--- src/rtl/query_parameter_parser_unit_assert.svh ---
//------------------------------------------------------------------------------
// Query parameter parser assertion macros
// Shared concurrent assertion forms, clocked on the rising edge and
// disabled while reset is high.
//------------------------------------------------------------------------------
`ifndef QUERY_PARAMETER_PARSER_UNIT_ASSERT_SVH
`define QUERY_PARAMETER_PARSER_UNIT_ASSERT_SVH

// Check a consequent in the same cycle as its antecedent
`define QPP_ASSERT_SAME(label, clk, rst, ante, cons, msg) \
   label: assert property (@(posedge clk) disable iff (rst) (ante) |-> (cons)) \
      else $error(msg);

// Check a consequent in the cycle after its antecedent
`define QPP_ASSERT_NEXT(label, clk, rst, ante, cons, msg) \
   label: assert property (@(posedge clk) disable iff (rst) (ante) |=> (cons)) \
      else $error(msg);

`endif

--- src/rtl/qpp_pkg.sv ---
`timescale 1ns / 1ps
//------------------------------------------------------------------------------
// Query parameter parser package
// Field widths, character constants, key text and the types shared by the
// parser stages.
//------------------------------------------------------------------------------
package qpp_pkg;

   localparam int CH_WIDTH    = 8;
   localparam int COUNT_WIDTH = 16;
   localparam int BATON_WIDTH = 8;
   localparam int ACC_WIDTH   = 17;
   localparam int POS_WIDTH   = 4;
   localparam int KEY_BYTES   = 8;
   localparam int PROD_WIDTH  = 21;

   localparam logic [CH_WIDTH-1:0] CHAR_AMP   = 8'h26;
   localparam logic [CH_WIDTH-1:0] CHAR_ZERO  = 8'h30;
   localparam logic [CH_WIDTH-1:0] CHAR_NINE  = 8'h39;
   localparam logic [CH_WIDTH-1:0] CHAR_UPPER_A = 8'h41;
   localparam logic [CH_WIDTH-1:0] CHAR_UPPER_Z = 8'h5A;
   localparam logic [CH_WIDTH-1:0] CASE_OFFSET  = 8'h20;

   localparam logic [ACC_WIDTH-1:0]   ACC_SAT         = 17'd65536;
   localparam logic [ACC_WIDTH-1:0]   BATON_MAX       = 17'd255;
   localparam logic [COUNT_WIDTH-1:0] MAX_COUNT_RESET = 16'd10;
   localparam logic [COUNT_WIDTH-1:0] COUNT_DEFAULT   = 16'd1;
   localparam logic [BATON_WIDTH-1:0] BATON_DEFAULT   = 8'd1;

   // Key text, left-justified, lower case
   localparam logic [KEY_BYTES*8-1:0] VERSION_TEXT = "version=";
   localparam logic [KEY_BYTES*8-1:0] BATON_TEXT   = {"baton=", 16'h0000};
   localparam logic [KEY_BYTES*8-1:0] COUNT_TEXT   = {"count=", 16'h0000};
   localparam logic [POS_WIDTH-1:0]   VERSION_LEN  = 4'd8;
   localparam logic [POS_WIDTH-1:0]   SHORT_KEY_LEN = 4'd6;

   typedef enum logic [2:0] {
      PH_KEY   = 3'b001,
      PH_VALUE = 3'b010,
      PH_SKIP  = 3'b100
   } phase_type;

   typedef enum logic [1:0] {
      KEY_VERSION = 2'd0,
      KEY_BATON   = 2'd1,
      KEY_COUNT   = 2'd2
   } key_choice_type;

   typedef struct packed {
      logic [CH_WIDTH-1:0] ch;
      logic                char_valid;
      logic                last;
   } item_type;

   typedef struct packed {
      logic                   ok;
      logic [COUNT_WIDTH-1:0] count;
      logic [BATON_WIDTH-1:0] baton;
   } result_type;

   function automatic logic [CH_WIDTH-1:0] to_lower(input logic [CH_WIDTH-1:0] c);
      logic [CH_WIDTH-1:0] r;
      r = c;
      if (c >= CHAR_UPPER_A && c <= CHAR_UPPER_Z) begin
         r = c + CASE_OFFSET;
      end
      return r;
   endfunction

   function automatic logic [CH_WIDTH-1:0] key_char(input key_choice_type choice,
                                                    input logic [POS_WIDTH-1:0] pos);
      logic [KEY_BYTES*8-1:0] text;
      logic [2:0]             idx;
      case (choice)
         KEY_VERSION: text = VERSION_TEXT;
         KEY_BATON:   text = BATON_TEXT;
         default:     text = COUNT_TEXT;
      endcase
      idx = 3'(KEY_BYTES - 1) - pos[2:0];
      return text[{idx, 3'b000} +: 8];
   endfunction

   function automatic logic [POS_WIDTH-1:0] key_len(input key_choice_type choice);
      logic [POS_WIDTH-1:0] r;
      case (choice)
         KEY_VERSION: r = VERSION_LEN;
         default:     r = SHORT_KEY_LEN;
      endcase
      return r;
   endfunction

endpackage

--- src/rtl/qpp_req_if.sv ---
`timescale 1ns / 1ps
//------------------------------------------------------------------------------
// Query parameter parser request channel
// Valid/ready channel carrying one query character per transaction.
//------------------------------------------------------------------------------
interface qpp_req_if;
   import qpp_pkg::*;

   logic                valid;
   logic                ready;
   logic [CH_WIDTH-1:0] ch;
   logic                char_valid;
   logic                last;

   modport source (output valid, ch, char_valid, last, input ready);
   modport sink   (input valid, ch, char_valid, last, output ready);
endinterface

--- src/rtl/qpp_rsp_if.sv ---
`timescale 1ns / 1ps
//------------------------------------------------------------------------------
// Query parameter parser response channel
// Valid/ready channel carrying one parse result per transaction.
//------------------------------------------------------------------------------
interface qpp_rsp_if;
   import qpp_pkg::*;

   logic                   valid;
   logic                   ready;
   logic                   ok;
   logic [COUNT_WIDTH-1:0] count;
   logic [BATON_WIDTH-1:0] baton;

   modport source (output valid, ok, count, baton, input ready);
   modport sink   (input valid, ok, count, baton, output ready);
endinterface

--- src/rtl/query_parameter_parser_unit.sv ---
`timescale 1ns / 1ps
//------------------------------------------------------------------------------
// Query parameter parser unit
// Parses version=, baton= and count= keys from a streamed query string.
//------------------------------------------------------------------------------
// Send the query one character per request transaction, with last set on the
// final one; a transaction with char_valid low and last high ends an empty
// query. Exactly one response follows each last transaction, giving ok, count
// and baton (count and baton read zero when ok is low). The unit accepts one
// character every cycle unless a last character waits on a held response;
// each character passes from the input register through the combinational key
// matcher and times-ten accumulator into the state registers, and a result is
// loaded into the response register when its last character leaves the input
// register, which raises response valid. The response register decouples the
// two sides; a stalled response only holds back a following last character.
// max_count is set through csr_wr_en/csr_wr_data and resets to 10; write it
// only while no query is in flight, which the block does not enforce.
//------------------------------------------------------------------------------
module query_parameter_parser_unit (
   input  logic                             clock,
   input  logic                             reset,
   qpp_req_if.sink                          req_chan,
   qpp_rsp_if.source                        rsp_chan,
   input  logic                             csr_wr_en,
   input  logic [qpp_pkg::COUNT_WIDTH-1:0]  csr_wr_data
);
   import qpp_pkg::*;

   logic       item_valid;
   item_type   item;
   logic       advance;
   logic       load;
   logic       out_free;
   result_type result;

   // Register incoming characters
   qpp_in_stage u_in_stage (
      .clock      (clock),
      .reset      (reset),
      .req_chan   (req_chan),
      .advance    (advance),
      .item_valid (item_valid),
      .item       (item)
   );

   // Match keys, accumulate values and form the result
   qpp_parser u_parser (
      .clock       (clock),
      .reset       (reset),
      .csr_wr_en   (csr_wr_en),
      .csr_wr_data (csr_wr_data),
      .item_valid  (item_valid),
      .item        (item),
      .out_free    (out_free),
      .advance     (advance),
      .load        (load),
      .result      (result)
   );

   // Register and present results
   qpp_out_stage u_out_stage (
      .clock    (clock),
      .reset    (reset),
      .load     (load),
      .result   (result),
      .out_free (out_free),
      .rsp_chan (rsp_chan)
   );

endmodule

--- src/rtl/qpp_in_stage.sv ---
`timescale 1ns / 1ps
//------------------------------------------------------------------------------
// Query parameter parser input stage
// Registers one request transaction and holds it until the parser advances.
//------------------------------------------------------------------------------
module qpp_in_stage (
   input  logic               clock,
   input  logic               reset,
   qpp_req_if.sink            req_chan,
   input  logic               advance,
   output logic               item_valid,
   output qpp_pkg::item_type  item
);
   import qpp_pkg::*;

   logic     valid_ff, valid_in;
   item_type item_ff, item_in;
   logic     accept;

   // Take a new transaction when the slot is empty or drains this cycle
   assign req_chan.ready = !valid_ff || advance;
   assign accept         = req_chan.valid && req_chan.ready;

   always_comb begin
      valid_in = valid_ff;
      item_in  = item_ff;
      if (accept) begin
         valid_in           = 1'b1;
         item_in.ch         = req_chan.ch;
         item_in.char_valid = req_chan.char_valid;
         item_in.last       = req_chan.last;
      end else if (advance) begin
         valid_in = 1'b0;
      end
   end

   // Hold control state under reset
   always_ff @(posedge clock) begin
      if (reset) begin
         valid_ff <= 1'b0;
      end else begin
         valid_ff <= valid_in;
      end
   end

   // Payload needs no reset
   always_ff @(posedge clock) begin
      item_ff <= item_in;
   end

   assign item_valid = valid_ff;
   assign item       = item_ff;

endmodule

--- src/rtl/qpp_parser.sv ---
`timescale 1ns / 1ps
//------------------------------------------------------------------------------
// Query parameter parser core
// Key matcher, decimal value accumulator and result formation, one
// character per cycle unless a last character waits for a free result register.
//------------------------------------------------------------------------------
`include "query_parameter_parser_unit_assert.svh"

module qpp_parser (
   input  logic                                clock,
   input  logic                                reset,
   input  logic                                csr_wr_en,
   input  logic [qpp_pkg::COUNT_WIDTH-1:0]     csr_wr_data,
   input  logic                                item_valid,
   input  qpp_pkg::item_type                   item,
   input  logic                                out_free,
   output logic                                advance,
   output logic                                load,
   output qpp_pkg::result_type                 result
);
   import qpp_pkg::*;

   logic [COUNT_WIDTH-1:0] max_count_ff;
   phase_type              phase_ff, phase_in, phase_mid;
   logic [POS_WIDTH-1:0]   key_pos_ff, key_pos_in, key_pos_mid;
   key_choice_type         choice_ff, choice_in, choice_mid;
   logic [ACC_WIDTH-1:0]   acc_ff, acc_in, acc_mid;
   logic                   seen_ff, seen_in, seen_mid;
   logic                   failed_ff, failed_in, failed_mid;
   logic [COUNT_WIDTH-1:0] count_ff, count_in;
   logic [BATON_WIDTH-1:0] baton_ff, baton_in;

   logic                   take;
   logic                   is_amp;
   logic                   is_digit;
   logic [CH_WIDTH-1:0]    lc;
   logic [PROD_WIDTH-1:0]  prod;
   logic [ACC_WIDTH-1:0]   acc_sat;
   logic [POS_WIDTH-1:0]   pos_next;
   logic                   value_amp;
   logic                   finish;
   logic                   fin_fail;
   logic [COUNT_WIDTH-1:0] fin_count;
   logic [BATON_WIDTH-1:0] fin_baton;

   // Advance when the item causes no result or the result register is free
   assign advance = item_valid && (!item.last || out_free);
   assign load    = advance && item.last;

   // Character classes and the times-ten accumulate
   assign take     = item.char_valid && !failed_ff;
   assign is_amp   = (item.ch == CHAR_AMP);
   assign is_digit = (item.ch >= CHAR_ZERO) && (item.ch <= CHAR_NINE);
   assign lc       = to_lower(item.ch);
   assign prod     = PROD_WIDTH'({acc_ff, 3'b000}) + PROD_WIDTH'({acc_ff, 1'b0})
                   + PROD_WIDTH'(item.ch - CHAR_ZERO);
   assign acc_sat  = (prod > PROD_WIDTH'(ACC_SAT)) ? ACC_SAT : prod[ACC_WIDTH-1:0];
   assign pos_next = key_pos_ff + 4'd1;

   // Step the key/value machine by one character
   always_comb begin
      phase_mid   = phase_ff;
      key_pos_mid = key_pos_ff;
      choice_mid  = choice_ff;
      acc_mid     = acc_ff;
      seen_mid    = seen_ff;
      failed_mid  = failed_ff;
      value_amp   = 1'b0;
      if (take) begin
         case (phase_ff)
            PH_VALUE: begin
               if (is_amp) begin
                  value_amp   = 1'b1;
                  phase_mid   = PH_KEY;
                  key_pos_mid = '0;
               end else if (is_digit) begin
                  acc_mid  = acc_sat;
                  seen_mid = 1'b1;
               end else begin
                  failed_mid = 1'b1;
               end
            end
            PH_SKIP: begin
               if (is_amp) begin
                  phase_mid   = PH_KEY;
                  key_pos_mid = '0;
               end
            end
            PH_KEY: begin
               if (key_pos_ff == '0) begin
                  if (lc == key_char(KEY_VERSION, '0)) begin
                     choice_mid  = KEY_VERSION;
                     key_pos_mid = 4'd1;
                  end else if (lc == key_char(KEY_BATON, '0)) begin
                     choice_mid  = KEY_BATON;
                     key_pos_mid = 4'd1;
                  end else if (lc == key_char(KEY_COUNT, '0)) begin
                     choice_mid  = KEY_COUNT;
                     key_pos_mid = 4'd1;
                  end else if (!is_amp) begin
                     phase_mid = PH_SKIP;
                  end
               end else if (lc == key_char(choice_ff, key_pos_ff)) begin
                  key_pos_mid = pos_next;
                  if (pos_next == key_len(choice_ff)) begin
                     phase_mid = PH_VALUE;
                     acc_mid   = '0;
                     seen_mid  = 1'b0;
                  end
               end else if (is_amp) begin
                  key_pos_mid = '0;
               end else begin
                  phase_mid = PH_SKIP;
               end
            end
            default: begin
               phase_mid = PH_SKIP;
            end
         endcase
      end
   end

   // Close a value on '&' or at the end of the query
   assign finish = value_amp || (item.last && !failed_mid && (phase_mid == PH_VALUE));

   always_comb begin
      fin_fail  = 1'b0;
      fin_count = count_ff;
      fin_baton = baton_ff;
      if (finish) begin
         if (!seen_mid) begin
            fin_fail = 1'b1;
         end else begin
            case (choice_mid)
               KEY_VERSION: begin
                  fin_fail = (acc_mid != '0);
               end
               KEY_BATON: begin
                  if (acc_mid == '0 || acc_mid > BATON_MAX) begin
                     fin_fail = 1'b1;
                  end else begin
                     fin_baton = acc_mid[BATON_WIDTH-1:0];
                  end
               end
               default: begin
                  if (acc_mid == '0 || acc_mid > ACC_WIDTH'(max_count_ff)) begin
                     fin_fail = 1'b1;
                  end else begin
                     fin_count = acc_mid[COUNT_WIDTH-1:0];
                  end
               end
            endcase
         end
      end
   end

   // Form the result and drop back to the reset state on the last item
   always_comb begin
      result.ok    = !(failed_mid || fin_fail);
      result.count = result.ok ? fin_count : '0;
      result.baton = result.ok ? fin_baton : '0;

      phase_in  = phase_mid;
      key_pos_in = key_pos_mid;
      choice_in = choice_mid;
      acc_in    = acc_mid;
      seen_in   = seen_mid;
      failed_in = failed_mid || fin_fail;
      count_in  = fin_count;
      baton_in  = fin_baton;
      if (item.last) begin
         phase_in   = PH_KEY;
         key_pos_in = '0;
         choice_in  = KEY_VERSION;
         acc_in     = '0;
         seen_in    = 1'b0;
         failed_in  = 1'b0;
         count_in   = COUNT_DEFAULT;
         baton_in   = BATON_DEFAULT;
      end
   end

   // Hold the configuration register
   always_ff @(posedge clock) begin
      if (reset) begin
         max_count_ff <= MAX_COUNT_RESET;
      end else if (csr_wr_en) begin
         max_count_ff <= csr_wr_data;
      end
   end

   // Advance the parse state once per consumed item
   always_ff @(posedge clock) begin
      if (reset) begin
         phase_ff   <= PH_KEY;
         key_pos_ff <= '0;
         choice_ff  <= KEY_VERSION;
         acc_ff     <= '0;
         seen_ff    <= 1'b0;
         failed_ff  <= 1'b0;
         count_ff   <= COUNT_DEFAULT;
         baton_ff   <= BATON_DEFAULT;
      end else if (advance) begin
         phase_ff   <= phase_in;
         key_pos_ff <= key_pos_in;
         choice_ff  <= choice_in;
         acc_ff     <= acc_in;
         seen_ff    <= seen_in;
         failed_ff  <= failed_in;
         count_ff   <= count_in;
         baton_ff   <= baton_in;
      end
   end

   `QPP_ASSERT_SAME(a_load_only_on_last, clock, reset, load, item_valid && item.last && out_free, "result loaded without a last item or a free result slot")
   `QPP_ASSERT_SAME(a_reject_zero_fields, clock, reset, load && !result.ok, result.count == '0 && result.baton == '0, "rejected query carries nonzero fields")
   `QPP_ASSERT_SAME(a_accept_nonzero_fields, clock, reset, load && result.ok, result.count != '0 && result.baton != '0, "accepted query carries a zero field")
   `QPP_ASSERT_NEXT(a_clear_after_last, clock, reset, load, phase_ff == PH_KEY && key_pos_ff == '0 && !failed_ff && count_ff == COUNT_DEFAULT && baton_ff == BATON_DEFAULT, "parse state not cleared after the last item")

endmodule

--- src/rtl/qpp_out_stage.sv ---
`timescale 1ns / 1ps
//------------------------------------------------------------------------------
// Query parameter parser output stage
// Result register that drives the response channel and holds a stalled
// transaction.
//------------------------------------------------------------------------------
module qpp_out_stage (
   input  logic                 clock,
   input  logic                 reset,
   input  logic                 load,
   input  qpp_pkg::result_type  result,
   output logic                 out_free,
   qpp_rsp_if.source            rsp_chan
);
   import qpp_pkg::*;

   logic       valid_ff, valid_in;
   result_type result_ff, result_in;

   // Free when empty or when the held transaction leaves this cycle
   assign out_free = !valid_ff || rsp_chan.ready;

   always_comb begin
      valid_in  = valid_ff;
      result_in = result_ff;
      if (load) begin
         valid_in  = 1'b1;
         result_in = result;
      end else if (rsp_chan.ready) begin
         valid_in = 1'b0;
      end
   end

   // Hold control state under reset
   always_ff @(posedge clock) begin
      if (reset) begin
         valid_ff <= 1'b0;
      end else begin
         valid_ff <= valid_in;
      end
   end

   // Payload needs no reset
   always_ff @(posedge clock) begin
      result_ff <= result_in;
   end

   assign rsp_chan.valid = valid_ff;
   assign rsp_chan.ok    = result_ff.ok;
   assign rsp_chan.count = result_ff.count;
   assign rsp_chan.baton = result_ff.baton;

endmodule
--- src/flat_wrapper.sv ---
// flat-port wrapper written by rule: the top's interface ports become plain ports
module query_parameter_parser_unit_flat import qpp_pkg::*;
  (clock, reset, csr_wr_en, csr_wr_data, req_chan_valid, req_chan_ch, req_chan_char_valid, req_chan_last, req_chan_ready, rsp_chan_valid, rsp_chan_ok, rsp_chan_count, rsp_chan_baton, rsp_chan_ready);
  qpp_req_if req_chan_i ();
  qpp_rsp_if rsp_chan_i ();
  input  logic clock;
  input  logic reset;
  input  logic csr_wr_en;
  input  logic [qpp_pkg::COUNT_WIDTH-1:0] csr_wr_data;
  input wire logic [$bits(req_chan_i.valid)-1:0] req_chan_valid;
  input wire logic [$bits(req_chan_i.ch)-1:0] req_chan_ch;
  input wire logic [$bits(req_chan_i.char_valid)-1:0] req_chan_char_valid;
  input wire logic [$bits(req_chan_i.last)-1:0] req_chan_last;
  output wire logic [$bits(req_chan_i.ready)-1:0] req_chan_ready;
  output wire logic [$bits(rsp_chan_i.valid)-1:0] rsp_chan_valid;
  output wire logic [$bits(rsp_chan_i.ok)-1:0] rsp_chan_ok;
  output wire logic [$bits(rsp_chan_i.count)-1:0] rsp_chan_count;
  output wire logic [$bits(rsp_chan_i.baton)-1:0] rsp_chan_baton;
  input wire logic [$bits(rsp_chan_i.ready)-1:0] rsp_chan_ready;
  assign req_chan_i.valid = req_chan_valid;
  assign req_chan_i.ch = req_chan_ch;
  assign req_chan_i.char_valid = req_chan_char_valid;
  assign req_chan_i.last = req_chan_last;
  assign req_chan_ready = req_chan_i.ready;
  assign rsp_chan_valid = rsp_chan_i.valid;
  assign rsp_chan_ok = rsp_chan_i.ok;
  assign rsp_chan_count = rsp_chan_i.count;
  assign rsp_chan_baton = rsp_chan_i.baton;
  assign rsp_chan_i.ready = rsp_chan_ready;
  query_parameter_parser_unit u_core (.clock(clock), .reset(reset), .req_chan(req_chan_i), .rsp_chan(rsp_chan_i), .csr_wr_en(csr_wr_en), .csr_wr_data(csr_wr_data));
endmodule
--- config.mk ---
export PLATFORM = sky130hd
export DESIGN_NAME = query_parameter_parser_unit_flat
export DESIGN_NICKNAME = d
export VERILOG_FILES = /design/src/rtl/qpp_pkg.sv /design/src/rtl/qpp_req_if.sv /design/src/rtl/qpp_rsp_if.sv /design/src/rtl/query_parameter_parser_unit.sv /design/src/rtl/qpp_in_stage.sv /design/src/rtl/qpp_parser.sv /design/src/rtl/qpp_out_stage.sv /design/src/flat_wrapper.sv
export VERILOG_INCLUDE_DIRS = /design/src /design/src/rtl
export SDC_FILE = /design/constraint.sdc
export NUM_CORES = 1
export LEC_CHECK = 0
export ABC_AREA = 1
export BUFFER_PORTS_ARGS = -buffer_cell sky130_fd_sc_hd__buf_4
export CAP_MARGIN = 20
export CORE_MARGIN = 5
export CORE_UTILIZATION = 25
export CTS_CLUSTER_SIZE = 20
export DETAILED_ROUTE_END_ITERATION = 6
export SKIP_CTS_REPAIR_TIMING = 1
export SYNTH_ARGS = -nofsm -noshare
export SYNTH_HDL_FRONTEND = slang
export SYNTH_SLANG_ARGS = --single-unit
--- constraint.sdc ---
create_clock -name clock -period 11.9 [get_ports clock]
set_clock_uncertainty 0.1 [all_clocks]
set_input_delay 1.785 -clock clock [delete_from_list [all_inputs] [get_ports clock]]
set_output_delay 1.785 -clock clock [all_outputs]
set_load 0.1 [all_outputs]
==> impl_metrics.env <==
export IMPL_syn_area_mm2=0.00855
export IMPL_cts_sinks=105
export IMPL_startpoint_type="register"
export IMPL_viasPerCell=4.59
export IMPL_n_fill_cell=3668
export IMPL_syn_avg_cell_area_um2=6.59
export IMPL_clk_path_buf_depth=2
export IMPL_path_clk_slew_ns=0.08
export IMPL_synth_top_area_cell="nand2_1"
export IMPL_ant_nets=0
export IMPL_syn2layout_area_growth_pct=13.4
export IMPL_crit_arrival_ns=7.11
export IMPL_grt_first_pass_wirelength_um=39300
export IMPL_yosys_area_share_xor_xnor_pct=0.820
export IMPL_synthTopCellsByCount="nand2_1, inv_1, nor2_1"
export IMPL_synth_compound_area_share_pct=12.6
export IMPL_intPower_w=0.000615
export IMPL_relSlewSlack_pct=42.5
export IMPL_numCtsBuffers=9
export IMPL_grt_start_max_net_pins=54
export IMPL_vias=8183
export IMPL_tightest_slew_ns=0.862
export IMPL_synth_cell_types=53
export IMPL_ys_top_cells_by_area="nand2_1, dfxtp_1, edfxtp_1"
export IMPL_met2WireLength_um=10800
export IMPL_dieArea_mm2=0.0380
export IMPL_syn_inst=1297
export IMPL_r2r_setup_slack_ns=4.80
export IMPL_required_ns=11.91
export IMPL_cts_root_buffer="clkbuf_16"
export IMPL_core_area_mm2=0.0336
export IMPL_p_leak_nw=4.49
export IMPL_initial_core_util_pct=25.4
export IMPL_synth_fa_ha_area_share_pct=11.2
export IMPL_netSwitchingPower_w=0.000295
export IMPL_synth_flop_cell="dfxtp_1"
export IMPL_port_buffers=57
export IMPL_outcome="completed"
export IMPL_critPathMostFrequentCell="nand2_1"
export IMPL_hold_path_cell_count=2
export IMPL_fin_nets=1427
export IMPL_synthMuxAreaShare_pct=0.117
export IMPL_place_ws_ns=4.90
export IMPL_synthArstFlopShare_pct=0
export IMPL_wire_per_inst_um=13.4
export IMPL_ys_seq_area_share_pct=28.7
export IMPL_cts_tree="built"
export IMPL_dp_hpwl_um=18800
export IMPL_top_layer="met4"
export IMPL_slowest_stage="edfxtp_1"
export IMPL_yosysWarnings=0
export IMPL_place_gp_congestion=0.933
export IMPL_synth_top_family_by_area="simple AND/OR/NAND/NOR gates"
export IMPL_drcViolationCount=0
export IMPL_rows=67
export IMPL_hold_start="u_core.u_parser.count_ff[7]"
export IMPL_grt_pass1_vias=7684
export IMPL_fin_setup_tns_ns=0
export IMPL_die_y_um=195
export IMPL_post_synth_top_count_cell="nand2_1"
export IMPL_drt_iter0_drc=690
export IMPL_grt_usage_pct=12.4
export IMPL_rsz0062_at_grt="no"
export IMPL_die_x_um=195
export IMPL_worst_slack_ns=4.80
export IMPL_num_io_pins=58
export IMPL_critPathMaxStageDelay_ns=0.53
export IMPL_period_share_pct=59.7
export IMPL_timing_rr_end="u_core.u_out_stage.rsp_chan.count[0]"
export IMPL_syn_nets=1395
export IMPL_worst_r2r_path_depth=32
export IMPL_synth_edf_count=35
export IMPL_fin_crit_ns=7.10
export IMPL_finalHoldViolCount=0
export IMPL_whs_endpoint="u_core.u_parser.count_ff[7]"
export IMPL_multi_input_area_mm2=0.00521
export IMPL_firstDrtPassIters=5
export IMPL_timing_rr_start="u_core.u_in_stage.item[8]"
export IMPL_finalSetupViolCount=0
export IMPL_met3_wirelength_um=998
export IMPL_synth_top_area_share_pct=17.3
export IMPL_maxCapViolations=0
export IMPL_hold_slack_ns=0.365
export IMPL_fin_total_pwr_w=0.000910
export IMPL_synth_simple_area_share_pct=36.2
export IMPL_combPwrFrac_pct=21.6
export IMPL_sw_frac_of_total_pct=32.5
export IMPL_place_area_mm2=0.00937
export IMPL_m1WireLength_um=11700
export IMPL_min_path_type="reg2reg"
export IMPL_critPathMaxFanout=17
export IMPL_seq_area_mm2=0.00245
export IMPL_ir_drop_v=0.0000625
export IMPL_wl_um=24000
export IMPL_antenna_found_initial=0
export IMPL_power_density_mw_per_mm2=93.8
export IMPL_diodes=0
export IMPL_synth_seq_cells=105
export IMPL_power_frac_clock_pct=35.7
export IMPL_fin_area_mm2=0.00970
export IMPL_grt_ovfl_total=0
export IMPL_fmax_mhz=141
export IMPL_htreeDepth=3
export IMPL_insertion_delay_ns=0.37
export IMPL_worstSetupEndpointType="register"
export IMPL_p_seq_share_pct=42.7
export IMPL_drive_above_1_share_pct=11.3
export IMPL_drv_slew=0
export IMPL_critPathKind="reg2reg"
## kinds of logic after synthesis
logic type               count (synthesis)
AO/OA/AOI/OAI                          192
flip-flops                             105
adder cells (fa/ha/maj)                 67
AND/OR/NAND/NOR                        708
buffers and inverters                  216
multiplexers                             1
XOR/XNOR                                 8
## metal layers
layer,vias to the layer above,track usage [%]
met3,31,2.20
met1,3746,17.3
li1,4227,-
met5,-,0
met2,179,19.9
met4,0,3.41
## worst max path at each step
stage | slack [ns] | depth (start not counted) | from | endpoint
floorplan | 6.00 | 32 | u_core.u_in_stage.item[7] | u_core.u_out_stage.rsp_chan.count[5]
global placement | 4.43 | 30 | u_core.u_in_stage.item[7] | u_core.u_out_stage.rsp_chan.count[0]
detailed placement | 4.90 | 32 | u_core.u_in_stage.item[8] | u_core.u_out_stage.rsp_chan.count[0]
CTS | 4.86 | 31 | u_core.u_in_stage.item[7] | u_core.u_out_stage.rsp_chan.count[0]
global route | 4.20 | 31 | u_core.u_in_stage.item[7] | u_core.u_out_stage.rsp_chan.count[0]
finish | 4.80 | 32 | u_core.u_in_stage.item[8] | u_core.u_out_stage.rsp_chan.count[0]
## sequential cells by signal, indices dropped and copies added, names as in the netlist
signal and flops:
u_core.u_parser.acc_ff 17, u_core.u_out_stage.rsp_chan.count 16, u_core.u_parser.count_ff 16, u_core.u_parser.max_count_ff 16
u_core.u_in_stage.item 10, u_core.u_out_stage.rsp_chan.baton 8, u_core.u_parser.baton_ff 8, u_core.u_parser.key_pos_ff 4
u_core.u_parser.phase_ff 3, u_core.u_parser.choice_ff 2, u_core.u_in_stage.item_valid 1, u_core.u_out_stage.rsp_chan.ok 1
u_core.u_out_stage.rsp_chan.valid 1, u_core.u_parser.failed_ff 1, u_core.u_parser.seen_ff 1
## through the flow
step / cells / utilization, %
after detailed placement: 1766 / 27.9
after CTS: 1782 / 28.8
after floorplan: 1297 / -
after global routing: 1782 / 28.8
after global placement: 1764 / 27.8
final: 1782 / 28.8
## final cells by class
| class | instances | share of cell area, % |
|---|---|---|
| clock buffer | 11 | 2.84 |
| timing repair buffer | 62 | 5.01 |
| inverter | 175 | 6.78 |
| sequential | 105 | 25.3 |
| multi-input combinational | 976 | 53.8 |
| tap | 448 | 5.78 |
| clock inverter | 5 | 0.529 |
## worst max-delay path: cells and delay by family (launching register included)
family | cells | cell delay [ns]
compound gates | 3 | 0.69
xor+xnor | 1 | 0.30
fa+ha+maj | 3 | 1.13
buf+inv | 5 | 0.65
flops | 1 | 0.53
simple gates | 20 | 3.43
## power by group through the flow
| stage | clock, W | sequential, W | combinational, W |
|---|---|---|---|
| final | 0.000325 | 0.000388 | 0.000197 |
| after global routing | 0.000349 | 0.000390 | 0.000222 |
| after CTS | 0.000335 | 0.000388 | 0.000196 |
| after detailed placement | 0 | 0.000396 | 0.000195 |
| after global placement | 0 | 0.000396 | 0.000191 |
| after floorplan | 0 | 0.000401 | 0.000138 |
## cells in the final DEF (no fill, tap or decap), types with 5 or more instances in the layout
master and count:
nand3_1 115, nor2_1 116, o21ai_0 41, nand4_1 10
o21ai_1 5, inv_1 164, nor2_4 6, nand2_1 395
nor3_1 8, fa_1 16, buf_4 61, nand3b_1 8
ha_1 51, o21a_1 6, a21oi_2 8, nor2_2 26
clkbuf_16 11, nand2_2 11, a21oi_1 107, edfxtp_1 35
dfxtp_1 70, inv_2 10
No activity file was read; power rests on OpenSTA's default activity.
